**src/rtbu_pkg.sv**
```systemverilog
// ----------------------------------------------------------------------------
// rtbu_pkg
// Shared types and constants of the retransmission table with backoff.
// ----------------------------------------------------------------------------
package rtbu_pkg;

  localparam int unsigned DELAY_COUNT = 5;
  localparam int unsigned DELAY_W     = 8;
  localparam int unsigned RETRY_W     = 3;
  localparam int unsigned ACTION_W    = 3;
  localparam int unsigned RESULT_W    = 3;
  localparam int unsigned IN_TDATA_W  = 168;

  // Register indexes on the configuration port.
  localparam logic [2:0] REG_DELAY_FIRST  = 3'd0;
  localparam logic [2:0] REG_DELAY_SECOND = 3'd1;
  localparam logic [2:0] REG_DELAY_THIRD  = 3'd2;
  localparam logic [2:0] REG_DELAY_FOURTH = 3'd3;
  localparam logic [2:0] REG_DELAY_FIFTH  = 3'd4;

  localparam logic [RETRY_W-1:0] RETRY_LIMIT = RETRY_W'(DELAY_COUNT);

  typedef enum logic [ACTION_W-1:0] {
    ACT_ADD    = 3'd0,
    ACT_REMOVE = 3'd1,
    ACT_TICK   = 3'd2,
    ACT_FOUND  = 3'd3,
    ACT_LOST   = 3'd4,
    ACT_FLUSH  = 3'd5
  } action_e;

  typedef enum logic [RESULT_W-1:0] {
    RES_OK       = 3'd0,
    RES_NOTFOUND = 3'd1,
    RES_FULL     = 3'd2,
    RES_RESEND   = 3'd3,
    RES_GIVEUP   = 3'd4
  } result_e;

  typedef enum logic [1:0] {
    ST_IDLE,
    ST_READ,
    ST_PROC,
    ST_FINISH
  } state_e;

  typedef logic [DELAY_COUNT-1:0][DELAY_W-1:0] delays_t;

  // One table entry as held in the data memory.
  typedef struct packed {
    logic [15:0] packet;
    logic [15:0] reply_port;
    logic [31:0] reply_addr;
    logic [3:0]  kind;
    logic [63:0] uid_time;
    logic [31:0] uid_addr;
  } entry_t;

  // Backoff state of one entry as held in the timer memory.
  typedef struct packed {
    logic [RETRY_W-1:0] retries;
    logic [DELAY_W-1:0] ticks;
  } tmr_t;

  // Delay that follows the given number of retransmissions.
  function automatic logic [DELAY_W-1:0] delay_sel(delays_t d, logic [RETRY_W-1:0] r);
    logic [DELAY_W-1:0] v;
    v = d[0];
    case (r)
      3'd1:    v = d[1];
      3'd2:    v = d[2];
      3'd3:    v = d[3];
      3'd4:    v = d[4];
      default: v = d[0];
    endcase
    return v;
  endfunction

endpackage

```
**src/retransmit_table_with_backoff_unit.sv**
```systemverilog
// ----------------------------------------------------------------------------
// retransmit_table_with_backoff_unit
// Table of unacknowledged messages with a per-entry retransmission backoff.
// ----------------------------------------------------------------------------
// Channel   Direction  Contents
// s_axis    in         tuser: action; tdata: message id and add data
// m_axis    out        tuser: result kind; tdata: returned data, occupancy
// apb       in/out     five 8-bit backoff delay registers at 0x00..0x10
//
// Add and remove scan the table, a read state and a process state per slot,
// until a match or the end. Tick and server found always walk every slot
// through the read-modify-write of the timer memory. Server lost, flush and
// unused actions go straight to the finish state without a scan.
// Reset clears the valid and timer-on flags at once; there is no clearing pass.
// A stalled result holds the walk until the previous result has moved on.
// ----------------------------------------------------------------------------
module retransmit_table_with_backoff_unit #(
  parameter int unsigned TABLE_DEPTH = 16
) (
  input  logic        clk_i,
  input  logic        rst_ni,
  // Input stream.
  input  logic        s_axis_tvalid_i,
  output logic        s_axis_tready_o,
  // From bit 0: uid_addr[32], uid_time[64], notice_kind_in[4], reply_addr[32],
  // reply_port[16], packet_ref[16], zero padding.
  input  logic [rtbu_pkg::IN_TDATA_W-1:0] s_axis_tdata_i,
  // action[3]
  input  logic [rtbu_pkg::ACTION_W-1:0]   s_axis_tuser_i,
  // Result stream.
  output logic        m_axis_tvalid_o,
  input  logic        m_axis_tready_i,
  // From bit 0: packet_ref_out[16], notice_kind_out[4], reply_addr_out[32],
  // reply_port_out[16], occupancy, zero padding.
  output logic [((68 + $clog2(TABLE_DEPTH + 1) + 7) / 8) * 8 - 1:0] m_axis_tdata_o,
  // result_kind[3]
  output logic [rtbu_pkg::RESULT_W-1:0]   m_axis_tuser_o,
  output logic        m_axis_tlast_o,
  // Configuration port.
  input  logic        psel,
  input  logic        penable,
  input  logic        pwrite,
  input  logic [4:0]  paddr,
  input  logic [31:0] pwdata,
  output logic [31:0] prdata,
  output logic        pready
);

  localparam int unsigned IDX_W   = $clog2(TABLE_DEPTH);
  localparam int unsigned OCC_W   = $clog2(TABLE_DEPTH + 1);
  localparam int unsigned OUT_W   = ((68 + OCC_W + 7) / 8) * 8;
  localparam int unsigned ENTRY_W = $bits(rtbu_pkg::entry_t);
  localparam int unsigned TMR_W   = $bits(rtbu_pkg::tmr_t);
  localparam logic [IDX_W-1:0] IDX_LAST = IDX_W'(TABLE_DEPTH - 1);
  localparam logic [OCC_W-1:0] OCC_FULL = OCC_W'(TABLE_DEPTH);

  rtbu_pkg::delays_t delays;

  rtbu_cfg u_cfg (
    .clk_i    (clk_i),
    .rst_ni   (rst_ni),
    .psel     (psel),
    .penable  (penable),
    .pwrite   (pwrite),
    .paddr    (paddr),
    .pwdata   (pwdata),
    .prdata   (prdata),
    .pready   (pready),
    .delays_o (delays)
  );

  // Control state.
  rtbu_pkg::state_e  state_q, state_d;
  rtbu_pkg::action_e op_q, op_d;
  logic [IDX_W-1:0]       idx_q, idx_d;
  logic [TABLE_DEPTH-1:0] valid_q, valid_d;
  logic [TABLE_DEPTH-1:0] timer_on_q, timer_on_d;
  logic [OCC_W-1:0]       occ_q, occ_d;
  logic                   resend_en_q, resend_en_d;
  logic                   hold_v_q, hold_v_d;
  logic                   out_v_q;

  // Payload of the accepted item.
  rtbu_pkg::entry_t item_q;

  // Result held back until it is known whether it is the last of the step.
  rtbu_pkg::result_e hold_kind_q, hold_kind_d;
  logic [15:0] hold_pkt_q, hold_pkt_d;
  logic [3:0]  hold_nk_q, hold_nk_d;
  logic [31:0] hold_ra_q, hold_ra_d;
  logic [15:0] hold_rp_q, hold_rp_d;

  // Output register.
  rtbu_pkg::result_e out_kind_q;
  logic [15:0]      out_pkt_q;
  logic [3:0]       out_nk_q;
  logic [31:0]      out_ra_q;
  logic [15:0]      out_rp_q;
  logic [OCC_W-1:0] out_occ_q;
  logic             out_last_q;

  logic             push, push_last;
  rtbu_pkg::result_e push_kind;
  logic [15:0]      push_pkt;
  logic [3:0]       push_nk;
  logic [31:0]      push_ra;
  logic [15:0]      push_rp;
  logic             out_free, accept;

  // Memory ports.
  logic             rd_en, d_we, t_we;
  logic [IDX_W-1:0] d_waddr;
  logic [ENTRY_W-1:0] d_rdata;
  logic [TMR_W-1:0]   t_rdata;
  rtbu_pkg::entry_t d_wentry, rd_entry;
  rtbu_pkg::tmr_t   t_wtmr, rd_tmr;

  logic [IDX_W-1:0]          free_idx;
  logic                      uid_hit, slot_live;
  logic [rtbu_pkg::RETRY_W-1:0] retries_nx;

  assign out_free        = !out_v_q || m_axis_tready_i;
  assign s_axis_tready_o = (state_q == rtbu_pkg::ST_IDLE);
  assign accept          = s_axis_tvalid_i && s_axis_tready_o;
  assign rd_entry        = rtbu_pkg::entry_t'(d_rdata);
  assign rd_tmr          = rtbu_pkg::tmr_t'(t_rdata);
  assign uid_hit         = valid_q[idx_q] && (rd_entry.uid_addr == item_q.uid_addr)
                           && (rd_entry.uid_time == item_q.uid_time);
  assign slot_live       = valid_q[idx_q] && timer_on_q[idx_q];
  assign retries_nx      = rd_tmr.retries + 3'd1;

  // Lowest free slot; only used when the table is not full.
  always_comb begin
    free_idx = '0;
    for (int k = TABLE_DEPTH - 1; k >= 0; k--) begin
      if (!valid_q[k]) begin
        free_idx = IDX_W'(k);
      end
    end
  end

  rtbu_ram #(.WIDTH(ENTRY_W), .DEPTH(TABLE_DEPTH)) u_data_ram (
    .clk_i   (clk_i),
    .we_i    (d_we),
    .waddr_i (d_waddr),
    .wdata_i (d_wentry),
    .re_i    (rd_en),
    .raddr_i (idx_q),
    .rdata_o (d_rdata)
  );

  rtbu_ram #(.WIDTH(TMR_W), .DEPTH(TABLE_DEPTH)) u_timer_ram (
    .clk_i   (clk_i),
    .we_i    (t_we),
    .waddr_i (d_waddr),
    .wdata_i (t_wtmr),
    .re_i    (rd_en),
    .raddr_i (idx_q),
    .rdata_o (t_rdata)
  );

  // Sequencer: read a slot, then act on it in the next cycle.
  always_comb begin
    state_d     = state_q;
    op_d        = op_q;
    idx_d       = idx_q;
    valid_d     = valid_q;
    timer_on_d  = timer_on_q;
    occ_d       = occ_q;
    resend_en_d = resend_en_q;
    hold_v_d    = hold_v_q;
    hold_kind_d = hold_kind_q;
    hold_pkt_d  = hold_pkt_q;
    hold_nk_d   = hold_nk_q;
    hold_ra_d   = hold_ra_q;
    hold_rp_d   = hold_rp_q;
    rd_en       = 1'b0;
    d_we        = 1'b0;
    t_we        = 1'b0;
    d_waddr     = idx_q;
    d_wentry    = item_q;
    t_wtmr      = rd_tmr;
    push        = 1'b0;
    push_last   = 1'b0;
    push_kind   = hold_kind_q;
    push_pkt    = hold_pkt_q;
    push_nk     = hold_nk_q;
    push_ra     = hold_ra_q;
    push_rp     = hold_rp_q;

    case (state_q)
      rtbu_pkg::ST_IDLE: begin
        if (accept) begin
          op_d       = rtbu_pkg::action_e'(s_axis_tuser_i);
          idx_d      = '0;
          hold_v_d   = 1'b0;
          // Returned data fields are zero unless a step fills them in.
          hold_pkt_d = '0;
          hold_nk_d  = '0;
          hold_ra_d  = '0;
          hold_rp_d  = '0;
          case (s_axis_tuser_i)
            rtbu_pkg::ACT_ADD, rtbu_pkg::ACT_REMOVE, rtbu_pkg::ACT_TICK: begin
              state_d = rtbu_pkg::ST_READ;
            end
            rtbu_pkg::ACT_FOUND: begin
              resend_en_d = 1'b1;
              state_d     = rtbu_pkg::ST_READ;
            end
            rtbu_pkg::ACT_LOST: begin
              timer_on_d  = '0;
              resend_en_d = 1'b0;
              state_d     = rtbu_pkg::ST_FINISH;
            end
            rtbu_pkg::ACT_FLUSH: begin
              valid_d    = '0;
              timer_on_d = '0;
              occ_d      = '0;
              state_d    = rtbu_pkg::ST_FINISH;
            end
            default: begin
              state_d = rtbu_pkg::ST_FINISH;
            end
          endcase
        end
      end

      rtbu_pkg::ST_READ: begin
        rd_en   = 1'b1;
        state_d = rtbu_pkg::ST_PROC;
      end

      rtbu_pkg::ST_PROC: begin
        case (op_q)
          rtbu_pkg::ACT_ADD: begin
            if (uid_hit) begin
              hold_v_d    = 1'b1;
              hold_kind_d = rtbu_pkg::RES_OK;
              state_d     = rtbu_pkg::ST_FINISH;
            end else if (idx_q == IDX_LAST) begin
              hold_v_d = 1'b1;
              state_d  = rtbu_pkg::ST_FINISH;
              if (occ_q == OCC_FULL) begin
                hold_kind_d = rtbu_pkg::RES_FULL;
              end else begin
                hold_kind_d          = rtbu_pkg::RES_OK;
                d_waddr              = free_idx;
                d_we                 = 1'b1;
                t_we                 = 1'b1;
                t_wtmr.ticks         = delays[0];
                t_wtmr.retries       = '0;
                valid_d[free_idx]    = 1'b1;
                timer_on_d[free_idx] = resend_en_q;
                occ_d                = occ_q + 1'b1;
              end
            end else begin
              idx_d   = idx_q + 1'b1;
              state_d = rtbu_pkg::ST_READ;
            end
          end

          rtbu_pkg::ACT_REMOVE: begin
            if (uid_hit) begin
              hold_v_d          = 1'b1;
              hold_kind_d       = rtbu_pkg::RES_OK;
              hold_nk_d         = rd_entry.kind;
              hold_ra_d         = rd_entry.reply_addr;
              hold_rp_d         = rd_entry.reply_port;
              valid_d[idx_q]    = 1'b0;
              timer_on_d[idx_q] = 1'b0;
              occ_d             = occ_q - 1'b1;
              state_d           = rtbu_pkg::ST_FINISH;
            end else if (idx_q == IDX_LAST) begin
              hold_v_d    = 1'b1;
              hold_kind_d = rtbu_pkg::RES_NOTFOUND;
              state_d     = rtbu_pkg::ST_FINISH;
            end else begin
              idx_d   = idx_q + 1'b1;
              state_d = rtbu_pkg::ST_READ;
            end
          end

          default: begin
            // Tick and server found: one slot per visit, results may stall it.
            if ((op_q == rtbu_pkg::ACT_TICK) && slot_live
                && (rd_tmr.ticks > 8'd1)) begin
              t_we         = 1'b1;
              t_wtmr.ticks = rd_tmr.ticks - 8'd1;
            end else if (((op_q == rtbu_pkg::ACT_TICK) && slot_live)
                         || ((op_q == rtbu_pkg::ACT_FOUND) && valid_q[idx_q])) begin
              if (hold_v_q && !out_free) begin
                state_d = rtbu_pkg::ST_PROC;
              end else begin
                push     = hold_v_q;
                hold_v_d = 1'b1;
                hold_pkt_d = rd_entry.packet;
                hold_nk_d  = '0;
                hold_ra_d  = '0;
                hold_rp_d  = '0;
                t_we       = 1'b1;
                if (op_q == rtbu_pkg::ACT_FOUND) begin
                  hold_kind_d       = rtbu_pkg::RES_RESEND;
                  t_wtmr.ticks      = delays[0];
                  t_wtmr.retries    = '0;
                  timer_on_d[idx_q] = 1'b1;
                end else if (retries_nx >= rtbu_pkg::RETRY_LIMIT) begin
                  hold_kind_d       = rtbu_pkg::RES_GIVEUP;
                  t_wtmr.retries    = retries_nx;
                  timer_on_d[idx_q] = 1'b0;
                end else begin
                  hold_kind_d    = rtbu_pkg::RES_RESEND;
                  t_wtmr.retries = retries_nx;
                  t_wtmr.ticks   = rtbu_pkg::delay_sel(delays, retries_nx);
                end
              end
            end
            if (!(t_we == 1'b0 && state_d == rtbu_pkg::ST_PROC && hold_v_q && !out_free
                  && (slot_live || op_q == rtbu_pkg::ACT_FOUND))) begin
              if (idx_q == IDX_LAST) begin
                state_d = rtbu_pkg::ST_FINISH;
              end else begin
                idx_d   = idx_q + 1'b1;
                state_d = rtbu_pkg::ST_READ;
              end
            end
          end
        endcase
      end

      rtbu_pkg::ST_FINISH: begin
        if (out_free) begin
          push      = 1'b1;
          push_last = 1'b1;
          if (!hold_v_q) begin
            push_kind = rtbu_pkg::RES_OK;
            push_pkt  = '0;
            push_nk   = '0;
            push_ra   = '0;
            push_rp   = '0;
          end
          hold_v_d = 1'b0;
          state_d  = rtbu_pkg::ST_IDLE;
        end
      end

      default: begin
        state_d = rtbu_pkg::ST_IDLE;
      end
    endcase
  end

  always_ff @(posedge clk_i or negedge rst_ni) begin
    if (!rst_ni) begin
      state_q     <= rtbu_pkg::ST_IDLE;
      op_q        <= rtbu_pkg::ACT_ADD;
      idx_q       <= '0;
      valid_q     <= '0;
      timer_on_q  <= '0;
      occ_q       <= '0;
      resend_en_q <= 1'b0;
      hold_v_q    <= 1'b0;
      out_v_q     <= 1'b0;
    end else begin
      state_q     <= state_d;
      op_q        <= op_d;
      idx_q       <= idx_d;
      valid_q     <= valid_d;
      timer_on_q  <= timer_on_d;
      occ_q       <= occ_d;
      resend_en_q <= resend_en_d;
      hold_v_q    <= hold_v_d;
      if (push) begin
        out_v_q <= 1'b1;
      end else if (m_axis_tready_i) begin
        out_v_q <= 1'b0;
      end
    end
  end

  always_ff @(posedge clk_i) begin
    if (accept) begin
      item_q <= rtbu_pkg::entry_t'(s_axis_tdata_i[ENTRY_W-1:0]);
    end
    hold_kind_q <= hold_kind_d;
    hold_pkt_q  <= hold_pkt_d;
    hold_nk_q   <= hold_nk_d;
    hold_ra_q   <= hold_ra_d;
    hold_rp_q   <= hold_rp_d;
    if (push) begin
      out_kind_q <= push_kind;
      out_pkt_q  <= push_pkt;
      out_nk_q   <= push_nk;
      out_ra_q   <= push_ra;
      out_rp_q   <= push_rp;
      out_occ_q  <= occ_d;
      out_last_q <= push_last;
    end
  end

  assign m_axis_tvalid_o = out_v_q;
  assign m_axis_tuser_o  = out_kind_q;
  assign m_axis_tlast_o  = out_last_q;
  assign m_axis_tdata_o  = {{(OUT_W - 68 - OCC_W){1'b0}}, out_occ_q, out_rp_q,
                            out_ra_q, out_nk_q, out_pkt_q};

`ifndef SYNTHESIS
  a_occ_matches_valid: assert property (@(posedge clk_i) disable iff (!rst_ni)
    occ_q == OCC_W'($countones(valid_q)))
    else $error("occupancy count differs from the number of valid entries");

  a_timer_needs_entry: assert property (@(posedge clk_i) disable iff (!rst_ni)
    (timer_on_q & ~valid_q) == '0)
    else $error("timer running on an empty slot");

  a_hold_only_busy: assert property (@(posedge clk_i) disable iff (!rst_ni)
    (state_q == rtbu_pkg::ST_IDLE) |-> !hold_v_q)
    else $error("held result left over while idle");
`endif

endmodule

```
**src/rtbu_ram.sv**
```systemverilog
// ----------------------------------------------------------------------------
// rtbu_ram
// Generic single-write, single-read memory with a registered read port.
// ----------------------------------------------------------------------------
module rtbu_ram #(
  parameter int unsigned WIDTH = 8,
  parameter int unsigned DEPTH = 16
) (
  input  logic                     clk_i,
  input  logic                     we_i,
  input  logic [$clog2(DEPTH)-1:0] waddr_i,
  input  logic [WIDTH-1:0]         wdata_i,
  input  logic                     re_i,
  input  logic [$clog2(DEPTH)-1:0] raddr_i,
  output logic [WIDTH-1:0]         rdata_o
);

  logic [WIDTH-1:0] mem_q [DEPTH];
  logic [WIDTH-1:0] rdata_q;

  always_ff @(posedge clk_i) begin
    if (we_i) begin
      mem_q[waddr_i] <= wdata_i;
    end
    if (re_i) begin
      rdata_q <= mem_q[raddr_i];
    end
  end

  assign rdata_o = rdata_q;

endmodule

```
**src/rtbu_cfg.sv**
```systemverilog
// ----------------------------------------------------------------------------
// rtbu_cfg
// Register file of the five backoff delays behind the configuration port.
// ----------------------------------------------------------------------------
module rtbu_cfg (
  input  logic             clk_i,
  input  logic             rst_ni,
  input  logic             psel,
  input  logic             penable,
  input  logic             pwrite,
  input  logic [4:0]       paddr,
  input  logic [31:0]      pwdata,
  output logic [31:0]      prdata,
  output logic             pready,
  output rtbu_pkg::delays_t delays_o
);

  rtbu_pkg::delays_t delays_q;
  logic [2:0]        idx;
  logic              wr_en;

  assign idx    = paddr[4:2];
  assign pready = 1'b1;
  assign wr_en  = psel && penable && pwrite;

  always_ff @(posedge clk_i or negedge rst_ni) begin
    if (!rst_ni) begin
      delays_q[0] <= 8'd2;
      delays_q[1] <= 8'd2;
      delays_q[2] <= 8'd4;
      delays_q[3] <= 8'd4;
      delays_q[4] <= 8'd8;
    end else if (wr_en) begin
      case (idx)
        rtbu_pkg::REG_DELAY_FIRST:  delays_q[0] <= pwdata[7:0];
        rtbu_pkg::REG_DELAY_SECOND: delays_q[1] <= pwdata[7:0];
        rtbu_pkg::REG_DELAY_THIRD:  delays_q[2] <= pwdata[7:0];
        rtbu_pkg::REG_DELAY_FOURTH: delays_q[3] <= pwdata[7:0];
        rtbu_pkg::REG_DELAY_FIFTH:  delays_q[4] <= pwdata[7:0];
        default: ;
      endcase
    end
  end

  always_comb begin
    prdata = '0;
    case (idx)
      rtbu_pkg::REG_DELAY_FIRST:  prdata = {24'd0, delays_q[0]};
      rtbu_pkg::REG_DELAY_SECOND: prdata = {24'd0, delays_q[1]};
      rtbu_pkg::REG_DELAY_THIRD:  prdata = {24'd0, delays_q[2]};
      rtbu_pkg::REG_DELAY_FOURTH: prdata = {24'd0, delays_q[3]};
      rtbu_pkg::REG_DELAY_FIFTH:  prdata = {24'd0, delays_q[4]};
      default:                    prdata = '0;
    endcase
  end

  assign delays_o = delays_q;

endmodule

```
**config.mk**
```make
export PLATFORM = sky130hd
export DESIGN_NAME = retransmit_table_with_backoff_unit
export DESIGN_NICKNAME = d
export VERILOG_FILES = /design/src/rtbu_pkg.sv /design/src/retransmit_table_with_backoff_unit.sv /design/src/rtbu_ram.sv /design/src/rtbu_cfg.sv
export SDC_FILE = /design/constraint.sdc
export NUM_CORES = 2
export LEC_CHECK = 0
export BUFFER_PORTS_ARGS = -buffer_cell sky130_fd_sc_hd__buf_4
export CAP_MARGIN = 20
export CORE_ASPECT_RATIO = 1.25
export CORE_UTILIZATION = 52
export DETAILED_ROUTE_END_ITERATION = 8
export GPL_ROUTABILITY_DRIVEN = 0
export PLACE_DENSITY = 0.77
export REMOVE_ABC_BUFFERS = 1
export SLEW_MARGIN = 20
export SYNTH_ARGS = -nofsm -noshare
export SYNTH_HDL_FRONTEND = slang
export SYNTH_HIERARCHICAL = 1
export SYNTH_SLANG_ARGS = --single-unit
```
**constraint.sdc**
```tcl
create_clock -name clk_i -period 23.1 [get_ports clk_i]
set_clock_uncertainty 0.2 [all_clocks]
set_input_delay 3.465 -clock clk_i [delete_from_list [all_inputs] [get_ports clk_i]]
set_output_delay 3.465 -clock clk_i [all_outputs]
set_load 0.03 [all_outputs]
```
Yosys cells after proc, flatten, opt, wreduce, memory -nomap -nowiden --
Memories as Yosys holds them, arrays and structs flattened. A register that Yosys moved wholly into a read port is not among the register bits. Index checks and enable logic that the tools add are counted.
Storage, ports and cells: memory bits (writable) 2800, memory bits (read-only) 0, logic and storage cells 331, memories 2, bits in latches 0, flip-flop bits (word level) 401
Cells by class: divide/modulo/power cells 0, $add $sub $neg 5, reductions and logical operators 48, shifts and indexed selects 0, multiply operators 0, muxes and demuxes 177, equal/unequal tests 55, order comparisons 6, bitwise logic cells 6
Memory list:
- u_data_ram.mem_q | words 16, width 164, read ports 1, clocked after memory_dff 1, wr ports 1, line rtbu_ram.sv:18 | logic [WIDTH-1:0] mem_q [DEPTH];
- u_timer_ram.mem_q | words 16, width 11, read ports 1, clocked after memory_dff 1, wr ports 1, line rtbu_ram.sv:18
Operators with widths (number):
- $mux 16 | 32
- $mux 32 | 8
- $pmux 16 s2 | 7
- $mux 4 | 33
- $pmux 32 s2 | 2
- $mux 11 | 7
- $eq 64x64->1 | 1
- $ne 3x3->1 const B | 15
- $pmux 8 s5 | 1
- $mux 3 | 13
- $mux 1 | 35
- $and 16x16->16 | 2
- $eq 32x32->1 | 1
- $or 16x16->16 | 2
- $pmux 8 s4 | 1
- $mux 5 | 6
- $mux 2 | 13
- $eq 3x2->1 const B | 8
- $pmux 4 s2 | 3
- $pmux 11 s2 | 1
- $pmux 5 s2 | 2
- $bwmux 16 | 1
- $logic_and 1x1->1 | 16
- $mux 8 | 2
- 43 further kinds | 85

Longest topological paths before layout --
depth after elaboration 26, gate-level depth with buffers 12

By module --
Netlist, hierarchy kept.
By module, submodules not included:
- rtbu_ram (u_data_ram) | instances 1, area an instance 103367.9 µm², seq. area each 83720.3 µm², cells each 4277
- retransmit_table_with_backoff_unit | instances 1, area an instance 16789.9 µm², seq. area each 10595.2 µm², cells each 1332
- rtbu_ram (u_timer_ram) | instances 1, area an instance 7108.1 µm², seq. area each 5615.4 µm², cells each 305
- rtbu_cfg | instances 1, area an instance 2124.5 µm², seq. area each 1007.2 µm², cells each 158

Worst setup path after synthesis --
No wires, ideal clock.
kind reg2reg, from reg idx_q[0], to mem u_data_ram/mem_q[0][0] (netlist bit), enable pin, library setup time 0.888 ns, period minus slack after synthesis 15.244 ns, data arrival time 14.155 ns, path buffers 2, data required time 22.012 ns, setup slack 7.856 ns, cell stages (with the launch flop) 11, cell sequence dfrtp_1 > buf_6 > mux4_1 > mux2i_1 > mux2_4 > nor3_1 > nor3_1 > clkbuf_1 > mux2_2 > or3b_2 > nor3_1
On the way: elaborated cells between the ends (all ways) 16, classes of those cells 1 x eq/ne; 13 x mux; 2 x reduce/logical
RTL lines:
- start, declared | line retransmit_table_with_backoff_unit.sv:75 | logic [IDX_W-1:0] idx_q, idx_d;
- start signal, assigned | line retransmit_table_with_backoff_unit.sv:366 | idx_q <= idx_d;
- $bmux 1 s4 | line retransmit_table_with_backoff_unit.sv:127 | assign uid_hit = valid_q[idx_q] && (rd_entry.uid_addr == item_q.uid_addr)
- $mux 1 (implied by the code) | line retransmit_table_with_backoff_unit.sv:127
- $logic_and 1x1->1 | line retransmit_table_with_backoff_unit.sv:127
- $logic_and 1x1->1 | line retransmit_table_with_backoff_unit.sv:128 | && (rd_entry.uid_time == item_q.uid_time);
- $mux 4 (*) | line retransmit_table_with_backoff_unit.sv:236 | if (uid_hit) begin
- $mux 4 (*) | line retransmit_table_with_backoff_unit.sv:234 | case (op_q)
- $mux 4 (*) | line retransmit_table_with_backoff_unit.sv:191 | case (state_q)
- named net d_waddr[2] | line retransmit_table_with_backoff_unit.sv:112 | logic [IDX_W-1:0] d_waddr;
- end, declared | line rtbu_ram.sv:18
The timed path passes the listed nets; every way through them passes the cells marked *. The select of a mux whose other input is x is not followed.

Worst setup path in the final report --
from reg item_q (netlist bit d_wentry[10]), to mem u_data_ram/mem_q[15][146] (netlist bit), enable pin
On the way: elaborated cells between the ends (all ways) 11, classes of those cells 1 x eq/ne; 8 x mux; 2 x reduce/logical
RTL lines:
- start, declared | line retransmit_table_with_backoff_unit.sv:84 | rtbu_pkg::entry_t item_q;
- start signal, assigned | line retransmit_table_with_backoff_unit.sv:382 | item_q <= rtbu_pkg::entry_t'(s_axis_tdata_i[ENTRY_W-1:0]);
- $eq 32x32->1 | line retransmit_table_with_backoff_unit.sv:127
- $logic_and 1x1->1 | line retransmit_table_with_backoff_unit.sv:127
- $logic_and 1x1->1 | line retransmit_table_with_backoff_unit.sv:128
- $mux 4 | line retransmit_table_with_backoff_unit.sv:236
- $mux 4 | line retransmit_table_with_backoff_unit.sv:234
- $mux 4 | line retransmit_table_with_backoff_unit.sv:191
- named net d_waddr[3] | line retransmit_table_with_backoff_unit.sv:112
The timed path passes the listed nets, and every way through them passes these cells.

==> metrics.txt <==
Setup-failing EPs final 0; Max-slew headroom 0.181; layout cells sized above 1 0.256; asr flop ratio synth 0.0264; final period utilization 0.421; Max-Cap Viols 0; Worst Setup Path Type flop to flop; crit path cell chain xnor2_1, nand4_1, nor4_1, buf_4, nand4_1, nor3_1, nor3_2, o21ai_0, nand3_1, nor2_4, buf_4, buf_4, buf_4, buf_4; FF-to-FF setup slack around 13,000 ps; htree depth 5; final hold slack around 310 ps; Die Ht 560 µm; CTS Hold Buffers Added 0; commonest cells after routing, fill and taps aside edfxtp_1, mux4_2, buf_4, clkbuf_16, a22oi_1; WP data required 23,340 ps; CP max FO 55; postcts setup bufs 0; final WL approximately 320 mm; total global-route track usage 0.256; Unique masters post-synth 92; Fillers 16,600; register bit total from synthesis 3,376; # nets final roughly 6,700; CP top delay family buffers and inverters; Via Count 65,600; Non-Filler Instances 10,000; CP Depth 14; clock network latency to the later pin of the worst-skew pair between 900 and 1000 ps; final period demand of the worst path ~9700 ps; Avg Cell Area, Syn ~21 µm²; Final Hold Viols 0; Worst path most repeated cell buf_4; reg2reg end u_data_ram/mem_q[15][146]; Post-CTS Resized 0; Hold WC Path Type flop to flop; Worst Max-Slew Pin Slew 1230 ps; total power 17.0 mW; Worst path slowest cell nor3_1; sw frac 0.294; total CTS buffers between 300 and 400; Die Area 251,000 µm²; DP Wirelength 161 mm; sequential cell area fraction in the yosys report 0.780; worst setup path startpoint d_wentry[10]; placed insts 9,453; fin. max-slew vios 0; I/O Pins roughly 330; CTS tree done; Synth Flop Type edfxtp_1; VDD IR max 0.0909 mV; synthesis warning total 6; Power Density 117 nW/µm²; setup TNS 0 ps; die width 448 µm; Clock Pin Slew Worst Setup and Hold Paths 60 ps; RSZ-0062 raised after global routing no; initial core utilization 0.523; worst r2r src d_wentry[10]; port bufs 271; fmax 103 MHz; initial antenna violation count 12; pin count of the biggest net entering global routing 144; internal power between 10 and 15 mW; outcome complete, no violations; first-pass GRT wire length 465 mm; post-synthesis instance total 6,072; CP endpoint kind flop; crit path DAT 9970 ps; clk sinks 3,376; drt initial violations 8,821; Root Driver clkbuf_16; sequential power share 0.461; total grt overflow 0; Site Rows between 200 and 250; commonest non-fill, non-tap cell in the layout edfxtp_1; buffer and inverter count on the worst path 5; Switch Pwr 4.99 mW; number of synthesized flops with an enable pin 3,287; area grow syn2layout 12.7%; Final ANT Viol Nets 0; drc violations 0; critical path launch point type flop; worst setup path end u_data_ram/mem_q[15][146]; P_leak 46.0 nW; Initial DRT Pass Iterations 6; max incr delay on CP 1120 ps; Clock power frac 0.311; synthesized area 129,000 µm²; logic gate share of total power 0.228; Avg WL per Cell 32.2 µm; Core Area 247,000 µm²; worst r2r path cells 14; vias in the first global route 67,300; routed vias/inst about 6.5; Max clock buf depth 4
cell families (layout without fill, tap and decap cells):
kind of cell | Yosys count | after routing | share of synthesized area
flops | 3376 | 3376 | 0.780
mux | 832 | 832 | 0.131
simple gates | 712 | 712 | 0.0287
compound gates | 656 | 656 | 0.0364
buf+inv | 377 | 1018 | 0.0151
xor+xnor | 103 | 103 | 0.00697
fa+ha+maj | 13 | 13 | 0.00126
other cells | 3 | 35 | 0.0000870
cell type report:
class                           instances  area (µm²)  share of cell area
Antenna cell                            3        7.51           0.0000515
Clock inverter                        185        1860              0.0127
Sequential cell                      3376      101000               0.693
Multi-Input combinational cell       2348       26900               0.184
Timing Repair Buffer                  405        3220              0.0221
Clock buffer                          397        8610              0.0591
Inverter                               31         124            0.000850
Tap cell                             3296        4120              0.0283
synth_stat cells (all sizes together) (5+ instances only):
library cell,count,area share
dfrtp,84,0.016
inv,30,0.00087
ha,13,0.0013
xor2,5,0.00034
nor4,15,0.00073
a21oi,46,0.0018
a221oi,18,0.0012
nand2b,32,0.0015
mux2i,34,0.0026
a31oi,16,0.00077
o22a,8,0.00054
dfstp,5,0.0010
and2,96,0.0047
nor3,30,0.0013
xnor2,98,0.0066
and3,66,0.0032
edfxtp,3287,0.76
a22oi,320,0.019
nand2,228,0.0067
o211ai,18,0.0010
a32oi,12,0.00081
nand3,36,0.0014
o22ai,7,0.00034
nor2,86,0.0025
nor2b,43,0.0021
o221ai,31,0.0022
nor3b,5,0.00046
a222oi,8,0.00062
mux2,128,0.011
o41ai,16,0.0011
nand4,49,0.0024
clkbuf,149,0.0043
mux4,670,0.12
a211oi,11,0.00064
buf,197,0.0099
o21ai,105,0.0041
nand3b,6,0.00035
metrics by stage:
stage | utilization | setup WS [ps] | cell area (µm²)
6_report | 0.589 | 13370 | 146000
5_1_grt | 0.589 | 13350 | 146000
3_3_place_gp | 0.547 | 13660 | 135000
3_5_place_dp | 0.547 | 13540 | 135000
2_1_floorplan | - | -19520 | 128000
4_1_cts | 0.589 | 13530 | 146000
worst min path at each step:
stage	slack, ps	end	startpoint	cells past startpoint
after floorplan	260	timer_on_q[10]	timer_on_q[10]	2
after global placement	280	timer_on_q[1]	timer_on_q[1]	2
after detailed placement	290	timer_on_q[4]	timer_on_q[4]	2
after CTS	300	timer_on_q[4]	timer_on_q[4]	2
after global routing	330	out_ra_q[6]	hold_ra_q[6]	1
final	310	hold_pkt_q[2]	u_data_ram/rdata_o[150]	1
metal layers:
layer  wire length [µm]  share of wire  global-route usage
met4              13800          0.043              0.0991
met1             113000           0.35               0.338
met2             161000           0.50               0.423
met5                 33        0.00010                   0
met3              34700           0.11              0.0490
power groups by stage:
stage	registers [mW]	clock network [mW]	logic, mW
6_report	7.83	5.30	3.87
5_1_grt	7.88	5.58	4.07
4_1_cts	7.83	5.36	3.86
3_5_place_dp	7.95	0	3.80
3_3_place_gp	7.92	0	3.74
2_1_floorplan	8.31	0	4.13
worst reg2reg max path: cells and delay by family (launching register included):
kind / cells / cell delay, ps
AND/OR/NAND/NOR: 7 / 3240
AO/OA/AOI/OAI: 1 / 770
flip-flops: 1 / 610
XOR/XNOR: 1 / 910
buffers and inverters: 5 / 3570
state kept, by name, indices dropped and copies added (netlist names), 4 cells and up:
signal               cells
valid_q                 16
hold_pkt_q              16
hold_ra_q               32
out_rp_q                16
out_ra_q                32
u_timer_ram/rdata_o     11
hold_nk_q                4
u_data_ram/rdata_o     164
d_wentry               164
idx_q                    4
u_cfg/delays_o          40
u_timer_ram/mem_q      176
u_data_ram/mem_q      2624
occ_q                    5
out_nk_q                 4
out_pkt_q               16
out_occ_q                5
hold_rp_q               16
timer_on_q              16
Note: power is estimated with default switching activity, not from simulation.
